File: src/rtl/dbslc_pkg.sv
// Package for the deadband step level controller.
// Holds the item structs, register index codes and the saturation limits.
// It depends on nothing else.
package dbslc_pkg;

  // Field widths
  localparam int DevW    = 16;
  localparam int LevelW  = 16;
  localparam int PeriodW = 16;
  localparam int DbW     = 15;
  localparam int IntegW  = 40;
  localparam int TrigW   = 39;
  localparam int CfgIdxW = 3;
  localparam int CfgDataW = 39;

  // Configuration register indexes
  typedef enum logic [CfgIdxW-1:0] {
    REG_DEADBAND    = 3'd0,
    REG_UP_STEP     = 3'd1,
    REG_DOWN_STEP   = 3'd2,
    REG_UP_PERIOD   = 3'd3,
    REG_DOWN_PERIOD = 3'd4,
    REG_MAX_LEVEL   = 3'd5,
    REG_MIN_LEVEL   = 3'd6,
    REG_TRIGGER     = 3'd7
  } cfg_reg_t;

  // Reset values of the registers
  localparam logic [PeriodW-1:0]       PeriodRst   = 16'd1;
  localparam logic signed [LevelW-1:0] MaxLevelRst = 16'sh7FFF;
  localparam logic signed [LevelW-1:0] MinLevelRst = 16'sh8000;

  // Saturation limits of the integrator
  localparam logic signed [IntegW-1:0] IntegMax = {1'b0, {(IntegW-1){1'b1}}};
  localparam logic signed [IntegW-1:0] IntegMin = {1'b1, {(IntegW-1){1'b0}}};

  // One input item: a tick
  typedef struct packed {
    logic signed [DevW-1:0] freq_dev;
    logic                   enable;
  } in_item_t;

  // One result item
  typedef struct packed {
    logic signed [LevelW-1:0] level;
    logic                     updated;
  } out_item_t;

  // A zero period acts as one tick
  function automatic logic [PeriodW-1:0] eff_period(input logic [PeriodW-1:0] p);
    eff_period = (p == '0) ? PeriodW'(1) : p;
  endfunction

endpackage

File: src/rtl/deadband_step_level_controller_unit.sv
// Top level of the deadband step level controller: input register, single-pass
// update logic and result register. Depends on dbslc_pkg.
// The accepted item is held in the input register and its result is registered in the result
// register. Throughput: one item per cycle; the input stalls only while both registers are
// full and the result is stalled.
// Reset (rst_n low, synchronous): pipeline empty, state zero, registers at reset values.
module deadband_step_level_controller_unit (
  input  logic                              clk,
  input  logic                              rst_n,
  // input channel
  input  logic                              in_valid,
  output logic                              in_stall,
  input  dbslc_pkg::in_item_t               in_data,
  // result channel
  output logic                              out_valid,
  input  logic                              out_stall,
  output dbslc_pkg::out_item_t              out_data,
  // configuration port
  input  logic                              cfg_we,
  input  logic [dbslc_pkg::CfgIdxW-1:0]     cfg_idx,
  input  logic [dbslc_pkg::CfgDataW-1:0]    cfg_wdata
);

  // Configuration registers
  logic [dbslc_pkg::DbW-1:0]            deadband_r;
  logic signed [dbslc_pkg::LevelW-1:0]  up_step_r;
  logic signed [dbslc_pkg::LevelW-1:0]  down_step_r;
  logic [dbslc_pkg::PeriodW-1:0]        up_period_r;
  logic [dbslc_pkg::PeriodW-1:0]        down_period_r;
  logic signed [dbslc_pkg::LevelW-1:0]  max_level_r;
  logic signed [dbslc_pkg::LevelW-1:0]  min_level_r;
  logic [dbslc_pkg::TrigW-1:0]          trigger_r;

  // Controller state
  logic signed [dbslc_pkg::LevelW-1:0]  level_r, level_nxt;
  logic signed [dbslc_pkg::IntegW-1:0]  integ_r, integ_nxt;
  logic [dbslc_pkg::PeriodW-1:0]        ticks_r, ticks_nxt;
  logic                                 use_down_r, use_down_nxt;
  logic                                 was_en_r, was_en_nxt;
  logic                                 updated_nxt;

  // Pipeline registers
  logic                                 s1_valid_r;
  dbslc_pkg::in_item_t                  s1_item_r;
  logic                                 out_valid_r;
  dbslc_pkg::out_item_t                 out_item_r;
  logic                                 s1_adv;

  // Update datapath
  logic [dbslc_pkg::PeriodW-1:0]        cur_period;
  logic signed [32:0]                   prod;
  logic signed [dbslc_pkg::IntegW:0]    sum;
  logic signed [dbslc_pkg::IntegW-1:0]  sum_sat;
  logic signed [dbslc_pkg::IntegW:0]    sat_ext;
  logic signed [dbslc_pkg::IntegW:0]    trig_pos;
  logic signed [dbslc_pkg::IntegW:0]    trig_neg;
  logic signed [dbslc_pkg::DevW:0]      dev_ext;
  logic signed [dbslc_pkg::DevW:0]      db_pos;
  logic signed [dbslc_pkg::DevW:0]      db_neg;
  logic                                 dev_up, dev_down, take_up, take_down;
  logic signed [dbslc_pkg::LevelW:0]    stepped;
  logic signed [dbslc_pkg::LevelW-1:0]  lo, hi;
  logic signed [dbslc_pkg::LevelW-1:0]  clamped;
  logic [dbslc_pkg::PeriodW-1:0]        new_period;

  // Handshake: stage 1 moves on when the result register is free or drains
  assign s1_adv    = s1_valid_r && (!out_valid_r || !out_stall);
  assign in_stall  = s1_valid_r && !s1_adv;
  assign out_valid = out_valid_r;
  assign out_data  = out_item_r;

  // Configuration writes
  always_ff @(posedge clk) begin
    if (!rst_n) begin
      deadband_r    <= '0;
      up_step_r     <= '0;
      down_step_r   <= '0;
      up_period_r   <= dbslc_pkg::PeriodRst;
      down_period_r <= dbslc_pkg::PeriodRst;
      max_level_r   <= dbslc_pkg::MaxLevelRst;
      min_level_r   <= dbslc_pkg::MinLevelRst;
      trigger_r     <= '0;
    end else if (cfg_we) begin
      unique case (dbslc_pkg::cfg_reg_t'(cfg_idx))
        dbslc_pkg::REG_DEADBAND:    deadband_r    <= cfg_wdata[dbslc_pkg::DbW-1:0];
        dbslc_pkg::REG_UP_STEP:     up_step_r     <= cfg_wdata[dbslc_pkg::LevelW-1:0];
        dbslc_pkg::REG_DOWN_STEP:   down_step_r   <= cfg_wdata[dbslc_pkg::LevelW-1:0];
        dbslc_pkg::REG_UP_PERIOD:   up_period_r   <= cfg_wdata[dbslc_pkg::PeriodW-1:0];
        dbslc_pkg::REG_DOWN_PERIOD: down_period_r <= cfg_wdata[dbslc_pkg::PeriodW-1:0];
        dbslc_pkg::REG_MAX_LEVEL:   max_level_r   <= cfg_wdata[dbslc_pkg::LevelW-1:0];
        dbslc_pkg::REG_MIN_LEVEL:   min_level_r   <= cfg_wdata[dbslc_pkg::LevelW-1:0];
        dbslc_pkg::REG_TRIGGER:     trigger_r     <= cfg_wdata[dbslc_pkg::TrigW-1:0];
        default: ;
      endcase
    end
  end

  // Integrator: add deviation times current period, saturate to 40 bits
  always_comb begin
    cur_period = dbslc_pkg::eff_period(use_down_r ? down_period_r : up_period_r);
    prod       = $signed(s1_item_r.freq_dev) * $signed({1'b0, cur_period});
    sum        = $signed({integ_r[dbslc_pkg::IntegW-1], integ_r})
               + $signed({{(dbslc_pkg::IntegW-32){prod[32]}}, prod});
    if (sum[dbslc_pkg::IntegW] != sum[dbslc_pkg::IntegW-1]) begin
      sum_sat = sum[dbslc_pkg::IntegW] ? dbslc_pkg::IntegMin : dbslc_pkg::IntegMax;
    end else begin
      sum_sat = sum[dbslc_pkg::IntegW-1:0];
    end
    sat_ext  = $signed({sum_sat[dbslc_pkg::IntegW-1], sum_sat});
    trig_pos = $signed({2'b00, trigger_r});
    trig_neg = -trig_pos;
  end

  // Step decision: deadband first, then integrator against the trigger
  always_comb begin
    dev_ext  = $signed({s1_item_r.freq_dev[dbslc_pkg::DevW-1], s1_item_r.freq_dev});
    db_pos   = $signed({2'b00, deadband_r});
    db_neg   = -db_pos;
    dev_up   = dev_ext > db_pos;
    dev_down = dev_ext < db_neg;
    take_up   = dev_up || (!dev_down && (sat_ext > trig_pos));
    take_down = dev_down || (!dev_up && !(sat_ext > trig_pos) && (sat_ext < trig_neg));
    if (take_up) begin
      stepped = $signed({level_r[dbslc_pkg::LevelW-1], level_r})
              + $signed({up_step_r[dbslc_pkg::LevelW-1], up_step_r});
    end else if (take_down) begin
      stepped = $signed({level_r[dbslc_pkg::LevelW-1], level_r})
              + $signed({down_step_r[dbslc_pkg::LevelW-1], down_step_r});
    end else begin
      stepped = $signed({level_r[dbslc_pkg::LevelW-1], level_r});
    end
  end

  // Clamp to the bounds, swapped when min is above max
  always_comb begin
    if (min_level_r > max_level_r) begin
      lo = max_level_r;
      hi = min_level_r;
    end else begin
      lo = min_level_r;
      hi = max_level_r;
    end
    if (stepped > $signed({hi[dbslc_pkg::LevelW-1], hi})) begin
      clamped = hi;
    end else if (stepped < $signed({lo[dbslc_pkg::LevelW-1], lo})) begin
      clamped = lo;
    end else begin
      clamped = stepped[dbslc_pkg::LevelW-1:0];
    end
    new_period = dbslc_pkg::eff_period(dev_down ? down_period_r : up_period_r);
  end

  // Tick control: disable, rising enable, update or countdown
  always_comb begin
    level_nxt    = level_r;
    integ_nxt    = integ_r;
    ticks_nxt    = ticks_r;
    use_down_nxt = use_down_r;
    was_en_nxt   = was_en_r;
    updated_nxt  = 1'b0;
    if (!s1_item_r.enable) begin
      level_nxt  = '0;
      was_en_nxt = 1'b0;
    end else if (!was_en_r) begin
      ticks_nxt  = dbslc_pkg::eff_period(up_period_r);
      was_en_nxt = 1'b1;
    end else if (ticks_r <= dbslc_pkg::PeriodW'(1)) begin
      integ_nxt    = sum_sat;
      level_nxt    = clamped;
      use_down_nxt = dev_down;
      ticks_nxt    = new_period;
      updated_nxt  = 1'b1;
    end else begin
      ticks_nxt = ticks_r - dbslc_pkg::PeriodW'(1);
    end
  end

  // State and pipeline registers
  always_ff @(posedge clk) begin
    if (!rst_n) begin
      level_r     <= '0;
      integ_r     <= '0;
      ticks_r     <= '0;
      use_down_r  <= 1'b0;
      was_en_r    <= 1'b0;
      s1_valid_r  <= 1'b0;
      out_valid_r <= 1'b0;
    end else begin
      if (s1_adv) begin
        level_r    <= level_nxt;
        integ_r    <= integ_nxt;
        ticks_r    <= ticks_nxt;
        use_down_r <= use_down_nxt;
        was_en_r   <= was_en_nxt;
      end
      if (in_valid && !in_stall) begin
        s1_valid_r <= 1'b1;
      end else if (s1_adv) begin
        s1_valid_r <= 1'b0;
      end
      if (s1_adv) begin
        out_valid_r <= 1'b1;
      end else if (!out_stall) begin
        out_valid_r <= 1'b0;
      end
    end
  end

  // Payload registers
  always_ff @(posedge clk) begin
    if (in_valid && !in_stall) begin
      s1_item_r <= in_data;
    end
    if (s1_adv) begin
      out_item_r.level   <= level_nxt;
      out_item_r.updated <= updated_nxt;
    end
  end

  // Countdown never sits at zero while the controller is running
  a_ticks_nonzero: assert property (@(posedge clk) disable iff (!rst_n)
    was_en_r |-> (ticks_r != '0))
    else $error("countdown is zero while enabled");

  // A disabled tick yields level zero and no update
  a_disabled_zero: assert property (@(posedge clk) disable iff (!rst_n)
    (s1_adv && !s1_item_r.enable) |=>
      (out_valid && (out_data.level == '0) && !out_data.updated))
    else $error("disabled item gave a nonzero level or an update");

  // Input stalls only when stage 1 holds an item that cannot move on
  a_stall_cause: assert property (@(posedge clk) disable iff (!rst_n)
    in_stall |-> (s1_valid_r && out_valid_r && out_stall))
    else $error("input stalled without a blocked item");

  // An update never happens on a tick right after a disabled one
  a_no_update_on_rise: assert property (@(posedge clk) disable iff (!rst_n)
    (s1_adv && !was_en_r) |-> !updated_nxt)
    else $error("update on the tick that raised enable");

endmodule

File: config.mk
export PLATFORM = sky130hd
export DESIGN_NAME = deadband_step_level_controller_unit
export DESIGN_NICKNAME = d
export VERILOG_FILES = /design/src/rtl/dbslc_pkg.sv /design/src/rtl/deadband_step_level_controller_unit.sv
export SDC_FILE = /design/constraint.sdc
export NUM_CORES = 2
export LEC_CHECK = 0
export BUFFER_PORTS_ARGS = -buffer_cell sky130_fd_sc_hd__buf_2
export CAP_MARGIN = 25
export CORE_AREA = 2 2 262 264
export DETAILED_ROUTE_END_ITERATION = 10
export DIE_AREA = 0 0 264 266
export PLACE_DENSITY_LB_ADDON = 0.15
export SLEW_MARGIN = 20
export SYNTH_ARGS = -nofsm -noshare
export SYNTH_HDL_FRONTEND = slang
export SYNTH_SLANG_ARGS = --single-unit
File: constraint.sdc
create_clock -name clk -period 19.74 [get_ports clk]
set_input_delay 0 -clock clk [delete_from_list [all_inputs] [get_ports clk]]
set_output_delay 0 -clock clk [all_outputs]
set_load 0.005 [all_outputs]
==> flow_summary.json <==
{
  "fp.dieW_um": 264,
  "yosysWarnings": 0,
  "utilization": 0.458,
  "antennaDiodeCount": 0,
  "synth.top_cell.area_share": 0.164,
  "required_ns": 20.04,
  "grt_overflow": 0,
  "p_leak_nw": 14.0,
  "finalWorstSetupSlack_ns": 3.97,
  "maxSlewViolCount": 0,
  "regArea_sq_mm": 0.00555,
  "fill_cells": 6849,
  "h-tree-depth": 2,
  "critPathArrivalTime_ns": 16.07,
  "avgSynthCellArea_sq_um": 8.24,
  "multi_input_area_sq_mm": 0.0203,
  "finalClockSkew_ns": 0.0298,
  "gr-usage-met1": 0.385,
  "setup_viol": 0,
  "ys_async_sr_fraction": 0,
  "drt_iter0_drc": 1692,
  "pre_cts_ws_ns": 3.72,
  "min_period_ns": 15.77,
  "core_area_sq_mm": 0.0677,
  "use_met2": 0.377,
  "seq_area_frac_synth": 0.197,
  "crit_path_max_fanout": 25,
  "hold_viol": 0,
  "ios": 83,
  "crit_slowest_cell": "dfxtp_1",
  "wl_per_cell_um": 20.1,
  "synth_top_cell_by_area": "fa_1",
  "setup-tns-final_ns": 0,
  "crit_path_end_kind": "flip-flop",
  "startpoint_type": "flip-flop",
  "synth-edff-count": 34,
  "initial_core_util": 0.415,
  "timing.rr.start": "use_down_r$_SDFFE_PN0P_",
  "crit_type": "flip-flop to flip-flop",
  "grt_pass1_wl_um": 138000,
  "hold_class": "input port to flip-flop",
  "top_usage_layer": "met1",
  "peakVddDrop_v": 0.0000548,
  "row_count": 96,
  "crit_start": "use_down_r$_SDFFE_PN0P_",
  "place_hpwl_um": 67700,
  "clock_path_buffers": 3,
  "tritoncts": "yes",
  "clk_root_buffer_cell": "clkbuf_16",
  "vias": 23690,
  "clkTransAtPathRegs_ns": 0.06,
  "fin_total_pwr_mw": 1.90,
  "fin_nets": 4101,
  "yosysUniqueCellTypes": 84,
  "grt_pass1_vias": 23017,
  "cts_made_buffers": 34,
  "synth_flop_cell": "dfxtp_1",
  "route.detailed.drc": 0,
  "insertion_delay_ns": 0.57,
  "io_buffer_count": 82,
  "die_h_um": 266,
  "place_congestion": 0.903,
  "synth_top_cells_by_area": "fa_1 (16%), dfxtp_1 (16%), ha_1 (15%), nand2_1 (8.4%), inv_1 (6.1%)",
  "use_met3": 0.0328,
  "synth_seq_cells": 260,
  "holdWs_ns": 0.0665,
  "fin_crit_sh": 0.799,
  "layout_common_cells": "nand2_1 (627), inv_1 (455), ha_1 (332)",
  "rsz0062_at_grt": "false",
  "routed_wl_um": 87900,
  "hp-start": "cfg_idx[1]",
  "worstMarginPinSlew_ns": 0.992,
  "status": "completed",
  "antenna_found_initial": 1,
  "slew_headroom": 0.339,
  "syn2layout_area_growth_pct": 10.5,
  "p_per_area_mw_per_mm2": 61.3,
  "cts_sinks": 260,
  "slowest_delay_ns": 0.84,
  "cts_setup_buffers": 0,
  "firstDrtPassIters": 5,
  "syn-instance-count": 3411,
  "fmax_mhz": 63.4,
  "maxCapViolCount": 0,
  "vias_per_cell": 5.40,
  "dieArea_sq_mm": 0.0702,
  "drive_gt1_frac": 0.0651,
  "synth_nets": 4037,
  "track_usage": 0.253,
  "grt_max_degree": 92,
  "final_common_cell": "nand2_1",
  "synth_area_sq_mm": 0.0281,
  "antenna_left": 0
}
## per-stage QoR
| stage | cells | instance area [sq um] |
|---|---|---|
| 2_1_floorplan | 3411 | 28100 |
| 3_3_place_gp | 4256 | 29300 |
| 3_5_place_dp | 4257 | 29300 |
| 4_1_cts | 4380 | 31000 |
| 5_1_grt | 4383 | 31000 |
| 6_report | 4383 | 31000 |
## registers in the layout, summed over array words and instances, names as in the netlist
register / flops
max_level_r: 16
ticks_r: 16
down_step_r: 16
level_r: 16
s1_valid_r: 1
trigger_r: 39
min_level_r: 16
down_period_r: 16
up_step_r: 16
use_down_r: 1
dev_ext: 16
up_period_r: 16
out_data: 17
out_valid: 1
deadband_r: 15
was_en_r: 1
integ_r: 40
s1_item_r: 1
## synthesized netlist by cell type, types with 10 or more instances
| cell | n |
|---|---|
| nand2_1 | 627 |
| inv_1 | 455 |
| ha_1 | 332 |
| fa_1 | 230 |
| dfxtp_1 | 226 |
| a21boi_0 | 163 |
| nor2_1 | 125 |
| a21oi_1 | 122 |
| clkbuf_1 | 117 |
| and2_1 | 109 |
| o21ai_0 | 101 |
| xnor2_1 | 95 |
| nor3_1 | 58 |
| nand3_1 | 57 |
| mux2i_1 | 45 |
| a21o_1 | 44 |
| edfxtp_1 | 34 |
| nor4_1 | 33 |
| nand4_1 | 31 |
| nor2b_1 | 25 |
| mux2_2 | 22 |
| nor3b_1 | 21 |
| o211ai_1 | 21 |
| nand2b_1 | 19 |
| a221oi_1 | 16 |
| o21ai_1 | 16 |
| o21bai_1 | 16 |
| a211oi_1 | 15 |
| clkbuf_2 | 15 |
| xor2_1 | 15 |
| and3_1 | 14 |
| a211o_1 | 13 |
| o21a_1 | 13 |
| or2_2 | 12 |
| a22o_1 | 11 |
| a32o_1 | 11 |
| a31oi_1 | 10 |
| o2111ai_1 | 10 |
| o31ai_1 | 10 |
## area by class of cell
| cell class | instances | area share |
|---|---|---|
| clock buffer | 46 | 0.0302 |
| clock inverter | 16 | 0.00581 |
| inverter | 456 | 0.0551 |
| multi-input combinational | 2552 | 0.654 |
| sequential | 260 | 0.179 |
| tap | 882 | 0.0356 |
| timing repair buffer | 171 | 0.0402 |
## critical path: cells and delay by family (launching register included)
kind            cells  cell delay, ns
compound gates     20            4.85
flops               1            0.84
buf+inv             8            1.40
fa+ha+maj          10            4.70
simple gates       13            3.11
mux                 1            0.57
## repair_timing
| action | 4_1_cts | 5_1_grt |
|---|---|---|
| resized for setup | 0 | 0 |
| hold buffers | 61 | 0 |
| endpoints found under the setup margin | 0 | 0 |
| hold endpoints to repair | 172 | 0 |
## path summary, 6_finish.rpt
path | to | slack [ns] | depth (start not counted)
worst max-delay path | out_data[10]$_DFFE_PP_ | 3.97 | 52
worst min-delay path | down_step_r[4]$_SDFFE_PN0P_ | 0.07 | 5
worst max register to register | out_data[10]$_DFFE_PP_ | 3.97 | 52
worst min register to register | trigger_r[16]$_SDFFE_PN0P_ | 0.46 | 2
## per-layer routing
layer  up-vias  share of wire
met2       566           0.42
met3       105          0.050
met1     11464           0.51
li1      11555              -
met5         -              0
met4         0          0.021
## power breakdown
group	switching [mW]	internal, mW	total (mW)	leakage [nW]
Clock	0.270	0.375	0.645	0.550
Combinational	0.425	0.263	0.687	11.3
Sequential	0.0211	0.549	0.570	2.16
## cell families (layout without fill, tap and decap cells)
family	count (synthesis)	count (layout)	share of synthesized area
XOR/XNOR	110	110	0.0343
multiplexers	68	68	0.0252
buffers and inverters	599	689	0.0812
flip-flops	260	260	0.197
adder cells (fa/ha/maj)	562	562	0.312
AO/OA/AOI/OAI	654	654	0.162
AND/OR/NAND/NOR	1158	1158	0.189
(Power assumes the default switching activity.)
